<file path="src/hdl/ctsu_pkg.sv">
// ----------------------------------------------------------------------------
// ctsu_pkg
// Types, constants and helper functions shared by the credit thread scheduler.
// ----------------------------------------------------------------------------
package ctsu_pkg;

  localparam int NUM_THREADS = 16;
  localparam int TID_W = $clog2(NUM_THREADS);
  localparam int CNT_W = $clog2(NUM_THREADS + 1);
  localparam logic [5:0] IDLE_ID = 6'd32;

  // Floor of x / 100 as (x * DIV100_MUL) >> DIV100_SHIFT, exact for x up to 2^16.
  localparam int DIV100_MUL = 83887;
  localparam int DIV100_SHIFT = 23;

  localparam logic [2:0] KIND_TICK   = 3'd0;
  localparam logic [2:0] KIND_YIELD  = 3'd1;
  localparam logic [2:0] KIND_BLOCK  = 3'd2;
  localparam logic [2:0] KIND_CREATE = 3'd3;
  localparam logic [2:0] KIND_SLEEP  = 3'd4;
  localparam logic [2:0] KIND_CANCEL = 3'd5;

  typedef struct packed {
    logic [2:0]  kind;
    logic [7:0]  priority_req;
    logic [15:0] sleep_ms;
    logic [4:0]  target_thread;
  } cmd_t;

  typedef struct packed {
    logic [5:0] running_thread;
    logic [4:0] created_thread;
    logic       failed;
  } rsp_t;

  // Index of the lowest set bit, or IDLE_ID when none is set.
  function automatic logic [5:0] lowest_set(input logic [31:0] m);
    logic [5:0] idx;
    idx = IDLE_ID;
    for (int i = 31; i >= 0; i--) begin
      if (m[i]) idx = 6'(i);
    end
    return idx;
  endfunction

  // Index of the highest clear bit, or IDLE_ID when all are set.
  function automatic logic [5:0] highest_clear(input logic [31:0] m);
    logic [5:0] idx;
    idx = IDLE_ID;
    for (int i = 0; i < 32; i++) begin
      if (!m[i]) idx = 6'(i);
    end
    return idx;
  endfunction

  function automatic logic is_slot(input logic [5:0] t);
    return t < 6'(NUM_THREADS);
  endfunction

endpackage

</file>
<file path="src/hdl/credit_thread_scheduler_unit.sv">
// ----------------------------------------------------------------------------
// credit_thread_scheduler_unit
// Bitmap thread scheduler with per-thread priority and signed credit kept in
// two small synchronous memories.
// ----------------------------------------------------------------------------
//  Channel   | Ports                | Handshake
//  ----------+----------------------+-----------------------------------------
//  request   | cmd (cmd_t)          | taken when start is high and busy is low
//  result    | rsp (rsp_t)          | valid for one cycle while done is high
//
// Non-tick requests give their result in the cycle after acceptance. A tick
// walks the slots in S_SCAN, passing through S_SWR for each sleeper to
// write its decremented credit through the single credit memory port, then
// S_CWR to charge the running thread when there is one and S_FIN to pick;
// busy stays high over the walk and the result is registered from S_FIN.
// Reset is synchronous and restores all bitmaps;
// memory entries read as their reset values until first written.
// Results cannot be stalled; busy holds off new requests during a tick.
module credit_thread_scheduler_unit
  import ctsu_pkg::*;
(
  input  logic clk,
  input  logic rst,
  input  logic start,
  output logic busy,
  input  cmd_t cmd,
  output logic done,
  output rsp_t rsp
);

  typedef enum logic [4:0] {
    S_IDLE = 5'b00001,
    S_SCAN = 5'b00010,
    S_SWR  = 5'b00100,
    S_CWR  = 5'b01000,
    S_FIN  = 5'b10000
  } state_t;

  state_t state;
  logic [31:0] ready_set, wait_cpu_set, sleeping_set, allocated_set, canceled_set;
  logic [7:0]  credit_limit;
  logic [5:0]  current_thread;
  logic [CNT_W-1:0] scan_idx;

  // Memories and their valid bits.
  logic [7:0]  pri_mem  [NUM_THREADS];
  logic [15:0] cred_mem [NUM_THREADS];
  logic [NUM_THREADS-1:0] pri_valid, cred_valid;
  logic [7:0]  pri_q;
  logic [15:0] cred_q;
  logic        pri_vq, cred_vq;
  logic [TID_W-1:0] rd_addr_q;

  logic [TID_W-1:0] rd_addr;
  logic             pri_we, cred_we;
  logic [TID_W-1:0] wr_addr;
  logic [15:0]      cred_wdata;
  logic [7:0]       pri_wdata;

  logic accept;
  logic cur_slot;
  logic [31:0] cur_bit;
  logic [31:0] pick_src;
  logic [5:0]  pick_idx;
  logic [31:0] pick_rest;

  logic [5:0]  new_idx;
  logic        new_ok;
  logic [7:0]  new_limit;
  logic [16:0] ms_plus;
  logic [33:0] ms_prod;
  logic [15:0] sleep_ticks;
  logic        tgt_alloc;
  logic [31:0] tgt_bit;

  logic signed [15:0] cred_eff;
  logic [7:0]         pri_eff;
  logic signed [15:0] dec_val;
  logic signed [17:0] chg_raw, chg_adj;
  logic signed [15:0] chg_sat;
  logic [31:0] fin_ready;
  logic [31:0] scan_bit;

  logic done_next;
  rsp_t rsp_next;

  assign accept   = start && (state == S_IDLE);
  assign busy     = (state != S_IDLE);
  assign cur_slot = is_slot(current_thread);
  assign cur_bit  = cur_slot ? (32'd1 << current_thread[4:0]) : 32'd0;
  assign scan_bit = 32'd1 << scan_idx;

  assign new_idx   = (cmd.priority_req == 8'd0) ? lowest_set(~allocated_set)
                                                : highest_clear(allocated_set);
  assign new_ok    = is_slot(new_idx);
  assign new_limit = (credit_limit < cmd.priority_req) ? cmd.priority_req : credit_limit;
  assign ms_plus   = {1'b0, cmd.sleep_ms} + 17'd1;
  assign ms_prod   = 34'(ms_plus) * 34'(DIV100_MUL);
  assign sleep_ticks = 16'(ms_prod >> DIV100_SHIFT);
  assign tgt_alloc = allocated_set[cmd.target_thread];
  assign tgt_bit   = 32'd1 << cmd.target_thread;

  assign cred_eff = cred_vq ? $signed(cred_q) : 16'sd0;
  assign pri_eff  = pri_vq ? pri_q : ((rd_addr_q == '0) ? 8'd1 : 8'd0);
  assign dec_val  = (cred_eff == -16'sd32768) ? cred_eff : cred_eff - 16'sd1;
  assign chg_raw  = 18'(cred_eff) - $signed({10'd0, pri_eff});
  assign chg_adj  = chg_raw[17] ? chg_raw + $signed({10'd0, credit_limit}) : chg_raw;
  assign chg_sat  = (chg_adj > 18'sd32767) ? 16'sd32767 :
                    (chg_adj < -18'sd32768) ? -16'sd32768 : chg_adj[15:0];

  assign fin_ready = (ready_set == 32'd0) ? wait_cpu_set : ready_set;

  always_comb begin
    case (state)
      S_FIN:   pick_src = fin_ready;
      default: pick_src = (cmd.kind == KIND_YIELD) ? (ready_set | cur_bit) : ready_set;
    endcase
    pick_idx  = lowest_set(pick_src);
    pick_rest = (pick_idx == IDLE_ID) ? pick_src : (pick_src & ~(32'd1 << pick_idx[4:0]));
  end

  always_comb begin
    rd_addr = current_thread[TID_W-1:0];
    if (state == S_SCAN && scan_idx < CNT_W'(NUM_THREADS)) begin
      rd_addr = scan_idx[TID_W-1:0];
    end
  end

  always_comb begin
    pri_we     = 1'b0;
    cred_we    = 1'b0;
    wr_addr    = current_thread[TID_W-1:0];
    cred_wdata = 16'(chg_sat);
    pri_wdata  = cmd.priority_req;
    case (state)
      S_IDLE: begin
        if (accept && cmd.kind == KIND_CREATE && new_ok) begin
          pri_we     = 1'b1;
          cred_we    = 1'b1;
          wr_addr    = new_idx[TID_W-1:0];
          cred_wdata = {9'd0, new_limit[7:1]};
        end else if (accept && cmd.kind == KIND_SLEEP && cur_slot) begin
          cred_we    = 1'b1;
          cred_wdata = sleep_ticks;
        end
      end
      S_SWR: begin
        cred_we    = 1'b1;
        wr_addr    = scan_idx[TID_W-1:0];
        cred_wdata = 16'(dec_val);
      end
      S_CWR: begin
        cred_we = 1'b1;
      end
      default: begin
      end
    endcase
  end

  // Result of the request finishing in this cycle.
  always_comb begin
    done_next = 1'b0;
    rsp_next  = rsp;
    case (state)
      S_IDLE: begin
        if (accept) begin
          rsp_next  = '{running_thread: current_thread, created_thread: 5'd0, failed: 1'b0};
          done_next = 1'b1;
          case (cmd.kind)
            KIND_TICK: begin
              done_next = 1'b0;
            end
            KIND_YIELD, KIND_BLOCK: begin
              rsp_next.running_thread = pick_idx;
            end
            KIND_CREATE: begin
              if (new_ok) begin
                rsp_next.created_thread = new_idx[4:0];
              end else begin
                rsp_next.failed = 1'b1;
              end
            end
            KIND_CANCEL: begin
              if (!tgt_alloc) rsp_next.failed = 1'b1;
            end
            default: begin
            end
          endcase
        end
      end
      S_FIN: begin
        rsp_next  = '{running_thread: pick_idx, created_thread: 5'd0, failed: 1'b0};
        done_next = 1'b1;
      end
      default: begin
      end
    endcase
  end

  always_ff @(posedge clk) begin
    if (pri_we) pri_mem[wr_addr] <= pri_wdata;
    if (cred_we) cred_mem[wr_addr] <= cred_wdata;
    pri_q     <= pri_mem[rd_addr];
    cred_q    <= cred_mem[rd_addr];
    rd_addr_q <= rd_addr;
  end

  always_ff @(posedge clk) begin
    if (rst) begin
      pri_valid  <= '0;
      cred_valid <= '0;
      pri_vq     <= 1'b0;
      cred_vq    <= 1'b0;
    end else begin
      pri_vq  <= pri_valid[rd_addr];
      cred_vq <= cred_valid[rd_addr];
      if (pri_we) pri_valid[wr_addr] <= 1'b1;
      if (cred_we) cred_valid[wr_addr] <= 1'b1;
    end
  end

  always_ff @(posedge clk) begin
    if (rst) begin
      state          <= S_IDLE;
      ready_set      <= '0;
      wait_cpu_set   <= '0;
      sleeping_set   <= '0;
      canceled_set   <= '0;
      allocated_set  <= ({32{1'b1}} << NUM_THREADS) | 32'd1;
      credit_limit   <= 8'd1;
      current_thread <= '0;
      scan_idx       <= '0;
      done           <= 1'b0;
      rsp            <= '0;
    end else begin
      done <= done_next;
      rsp  <= rsp_next;
      case (state)
        S_IDLE: begin
          if (accept) begin
            case (cmd.kind)
              KIND_TICK: begin
                scan_idx <= '0;
                state    <= S_SCAN;
              end
              KIND_YIELD, KIND_BLOCK: begin
                ready_set      <= pick_rest;
                current_thread <= pick_idx;
              end
              KIND_CREATE: begin
                if (new_ok) begin
                  allocated_set <= allocated_set | (32'd1 << new_idx[4:0]);
                  ready_set     <= ready_set | (32'd1 << new_idx[4:0]);
                  credit_limit  <= new_limit;
                end
              end
              KIND_SLEEP: begin
                sleeping_set <= sleeping_set | cur_bit;
              end
              KIND_CANCEL: begin
                if (tgt_alloc) begin
                  wait_cpu_set <= wait_cpu_set & ~tgt_bit;
                  sleeping_set <= sleeping_set & ~tgt_bit;
                  ready_set    <= ready_set & ~tgt_bit;
                  canceled_set <= canceled_set | tgt_bit;
                end
              end
              default: begin
              end
            endcase
          end
        end
        S_SCAN: begin
          if (scan_idx == CNT_W'(NUM_THREADS)) begin
            state <= cur_slot ? S_CWR : S_FIN;
          end else if (sleeping_set[scan_idx[TID_W-1:0]]) begin
            state <= S_SWR;
          end else begin
            scan_idx <= scan_idx + 1'b1;
          end
        end
        S_SWR: begin
          if (dec_val <= 16'sd0) begin
            sleeping_set <= sleeping_set & ~scan_bit;
            ready_set    <= ready_set | scan_bit;
          end
          scan_idx <= scan_idx + 1'b1;
          state    <= S_SCAN;
        end
        S_CWR: begin
          if (chg_raw[17]) begin
            wait_cpu_set <= wait_cpu_set | cur_bit;
          end else begin
            ready_set <= ready_set | cur_bit;
          end
          state <= S_FIN;
        end
        S_FIN: begin
          if (ready_set == 32'd0) wait_cpu_set <= '0;
          ready_set      <= pick_rest;
          current_thread <= pick_idx;
          state          <= S_IDLE;
        end
        default: begin
          state <= S_IDLE;
        end
      endcase
    end
  end

  // Canceled bits are kept for visibility of the thread state; nothing reads
  // them back in this event set, so fold them into nothing observable.
  logic unused_canceled;
  assign unused_canceled = ^canceled_set;

endmodule

</file>
<file path="config.mk">
export PLATFORM = sky130hd
export DESIGN_NAME = credit_thread_scheduler_unit
export DESIGN_NICKNAME = d
export VERILOG_FILES = /design/src/hdl/ctsu_pkg.sv /design/src/hdl/credit_thread_scheduler_unit.sv
export SDC_FILE = /design/constraint.sdc
export NUM_CORES = 2
export LEC_CHECK = 0
export ABC_AREA = 1
export BUFFER_PORTS_ARGS = -buffer_cell sky130_fd_sc_hd__buf_2
export CELL_PAD_IN_SITES_DETAIL_PLACEMENT = 0
export CELL_PAD_IN_SITES_GLOBAL_PLACEMENT = 1
export CORE_ASPECT_RATIO = 0.8
export CORE_MARGIN = 1.5
export CORE_UTILIZATION = 50
export DETAILED_ROUTE_END_ITERATION = 16
export HOLD_SLACK_MARGIN = 0.15
export PLACE_DENSITY = 0.85
export SYNTH_ARGS = -nofsm -noshare
export SYNTH_HDL_FRONTEND = slang
export SYNTH_SLANG_ARGS = --single-unit
export TNS_END_PERCENT = 50
</file>
<file path="constraint.sdc">
create_clock -name clk -period 9.9 [get_ports clk]
set_input_delay 1.485 -clock clk [delete_from_list [all_inputs] [get_ports clk]]
set_output_delay 1.485 -clock clk [all_outputs]
set_load 0.01 [all_outputs]
</file>
==> reports/metrics.yaml <==
postPlaceCellArea_mm2: 0.0366
synthSimpleGateAreaFrac_pct: 15.3
cts_root_buf: "clkbuf_16"
port_buffers: 48
syn-cell-area_mm2: 0.0353
arrival_ns: 8.87
cts_hold_buf: 0
drt-total-wl_um: 108000
cts_buffers: 60
clockBufferDepth: 3
placed_cells: 4827
core_mm2: 0.0694
finClkSkew_ns: 0.0377
peakVddDrop_v: 0.000321
grt_pass1_wl_um: 165000
drcViolationCount: 0
fin_util_pct: 55.8
worst_pin_slew_ns: 1.38
grt-ovfl-total: 0
antenna_left: 0
place_hpwl_um: 71700
r2r_slack_ns: 3.71
fin_total_pwr_mw: 9.59
synthCells: 3993
layout.cells.non_filler: 4939
postCtsSetupBuffers: 0
yosys-mux-area-fraction_pct: 0.0637
leakage_nw: 15.5
p_per_area_mw_per_mm2: 248
fmax_mhz: 115
ys_seq_elements: 589
clk_pin_slew_ns: 0.06
layout_common_cells: "489 x inv_1, 486 x nand2_1, 483 x nor2_1"
ys_warn_count: 0
synth_area_per_cell_um2: 8.85
die_w_um: 300
fin_area_mm2: 0.0387
die_area_mm2: 0.0723
drt_iter0_drc: 3460
syn_nets: 4335
outcome: "completed"
hold_viol: 0
cpPeakStageDelay_ns: 0.58
post_synth_fa_ha_maj_area_fraction_pct: 13.5
grt_pass1_vias: 27506
synth_xor_area_share_pct: 1.46
initial_core_util_pct: 50.9
antenna_found_initial: 2
grt_setup_unrepaired: "false"
die_h_um: 241
hold_path_class: "flip-flop to flip-flop"
critPathMostFrequentCell: "fa_1"
max-slew-margin-rel_pct: 7.13
ys_types: 70
first_pass_iters: 7
syn2layout_area_growth_pct: 9.49
period_share_pct: 87.6
gp_congestion: 0.947
post_drt_wl_per_cell_um: 21.8
synth-compound-area-share_pct: 17.8
tns_ns: 0
endpoint_kind: "flip-flop"
vias: 29363
htreeDepth: 2
critPathLaunchType: "primary input"
synth_top_family_by_area: "compound AO/OA/AOI/OAI gates"
nets: 4308
synth-edff-count: 384
synthArstFlopShare_pct: 0
ios: 49
clock_latency_ns: 0.66
cp_slowest_cell: "fa_1"
finalMaxSlewViolations: 0
path_class: "primary input to flip-flop"
fin_crit_ns: 8.67
layout-drive-gt1-share_pct: 7.62
ctsResizeCount: 0
worstPathRequired_ns: 10.10
clkSinkCount: 589
grt_max_degree: 129
yosysSeqAreaShare_pct: 44.2
cts_tree: "done"
drv_cap: 0
fp-row-count: 86
setup_viol: 0
synth-main-ff-cell: "edfxtp_1"
track_usage_pct: 29.7
cp_max_fo: 16
final_common_cell: "inv_1"
viasPerCell: 5.95
-- synthesized netlist by cell type (14+ instances only) --
cell type / count / share of area (%)
a211oi_1: 17 / 0.36
a21oi_1: 251 / 3.6
a31oi_1: 33 / 0.58
clkbuf_1: 167 / 1.8
dfxtp_1: 205 / 12
edfxtp_1: 384 / 33
fa_1: 123 / 7.0
ha_1: 184 / 6.5
inv_1: 491 / 5.2
inv_2: 14 / 0.15
nand2_1: 486 / 5.2
nand3_1: 141 / 2.0
nand4_1: 21 / 0.37
nor2_1: 501 / 5.3
nor3_1: 41 / 0.58
nor4_1: 26 / 0.46
o211ai_1: 61 / 1.3
o21a_1: 23 / 0.49
o21ai_0: 429 / 6.1
o21ai_1: 14 / 0.20
o221ai_1: 80 / 2.0
o22ai_1: 54 / 0.96
o31ai_1: 26 / 0.55
xor2_1: 48 / 1.2
-- flip-flops by register name (all words and copies together) (netlist names) --
name / cells
rsp: 12
pri_valid: 16
done: 1
cred_mem: 256
scan_idx: 5
pri_mem: 128
credit_limit: 8
cred_valid: 16
wait_cpu_set: 32
state: 5
ready_set: 32
sleeping_set: 16
cred_vq: 1
pri_q: 8
allocated_set: 32
rd_addr_q: 4
cred_q: 16
pri_vq: 1
-- critical path, delay by kind of cell --
kind                     cells  cell delay [ns]
XOR/XNOR                     2             0.64
adder cells (fa/ha/maj)      7             3.23
buffers and inverters        5             0.59
AO/OA/AOI/OAI                4             1.26
AND/OR/NAND/NOR             12             1.67
-- worst paths after layout --
| check | start | to | depth (start not counted) |
|---|---|---|---|
| setup / recovery | cmd[5] | cred_mem[11][5] | 30 |
| hold / removal | rsp[5] | rsp[5] | 2 |
| setup reg to reg | cred_vq | cred_mem[4][2] | 24 |
| hold reg to reg | rsp[5] | rsp[5] | 2 |
-- cell type report --
| type | count | area [µm²] |
|---|---|---|
| well taps | 924 | 1160 |
| repair buffers | 102 | 646 |
| clock buffers | 73 | 1620 |
| diodes | 1 | 2.50 |
| fillers | 6306 | 30700 |
| clock inverters | 37 | 513 |
| inverters | 513 | 1930 |
| flip-flops and latches | 589 | 15600 |
| multi-input cells | 2700 | 17200 |
-- kinds of logic after synthesis --
logic type / after synthesis
adder cells (fa/ha/maj): 307
flip-flops: 589
XOR/XNOR: 59
AO/OA/AOI/OAI: 1057
buffers and inverters: 704
multiplexers: 2
AND/OR/NAND/NOR: 1275
-- power by group --
| group | total [mW] | switching [mW] | internal [mW] |
|---|---|---|---|
| Clock | 2.45 | 1.02 | 1.43 |
| Sequential | 3.14 | 0.0684 | 3.07 |
| Combinational | 4.00 | 2.64 | 1.36 |
-- metal layers --
metal / GRT usage [%] / vias up / part of all wire [%]
met5: 0 / - / 0.023
met4: 8.72 / 4 / 3.0
li1: - / 13735 / -
met3: 5.28 / 210 / 9.2
met1: 44.6 / 14086 / 45
met2: 43.6 / 1328 / 42
-- per-stage QoR --
stage               hold WS, ns  setup slack [ns]
floorplan                 0.430              1.61
detailed placement        0.433             0.600
global placement          0.434             0.711
CTS                       0.446              1.25
global route              0.469             0.519
finish                    0.448              1.23
Power figures use the tool's default switching activity.
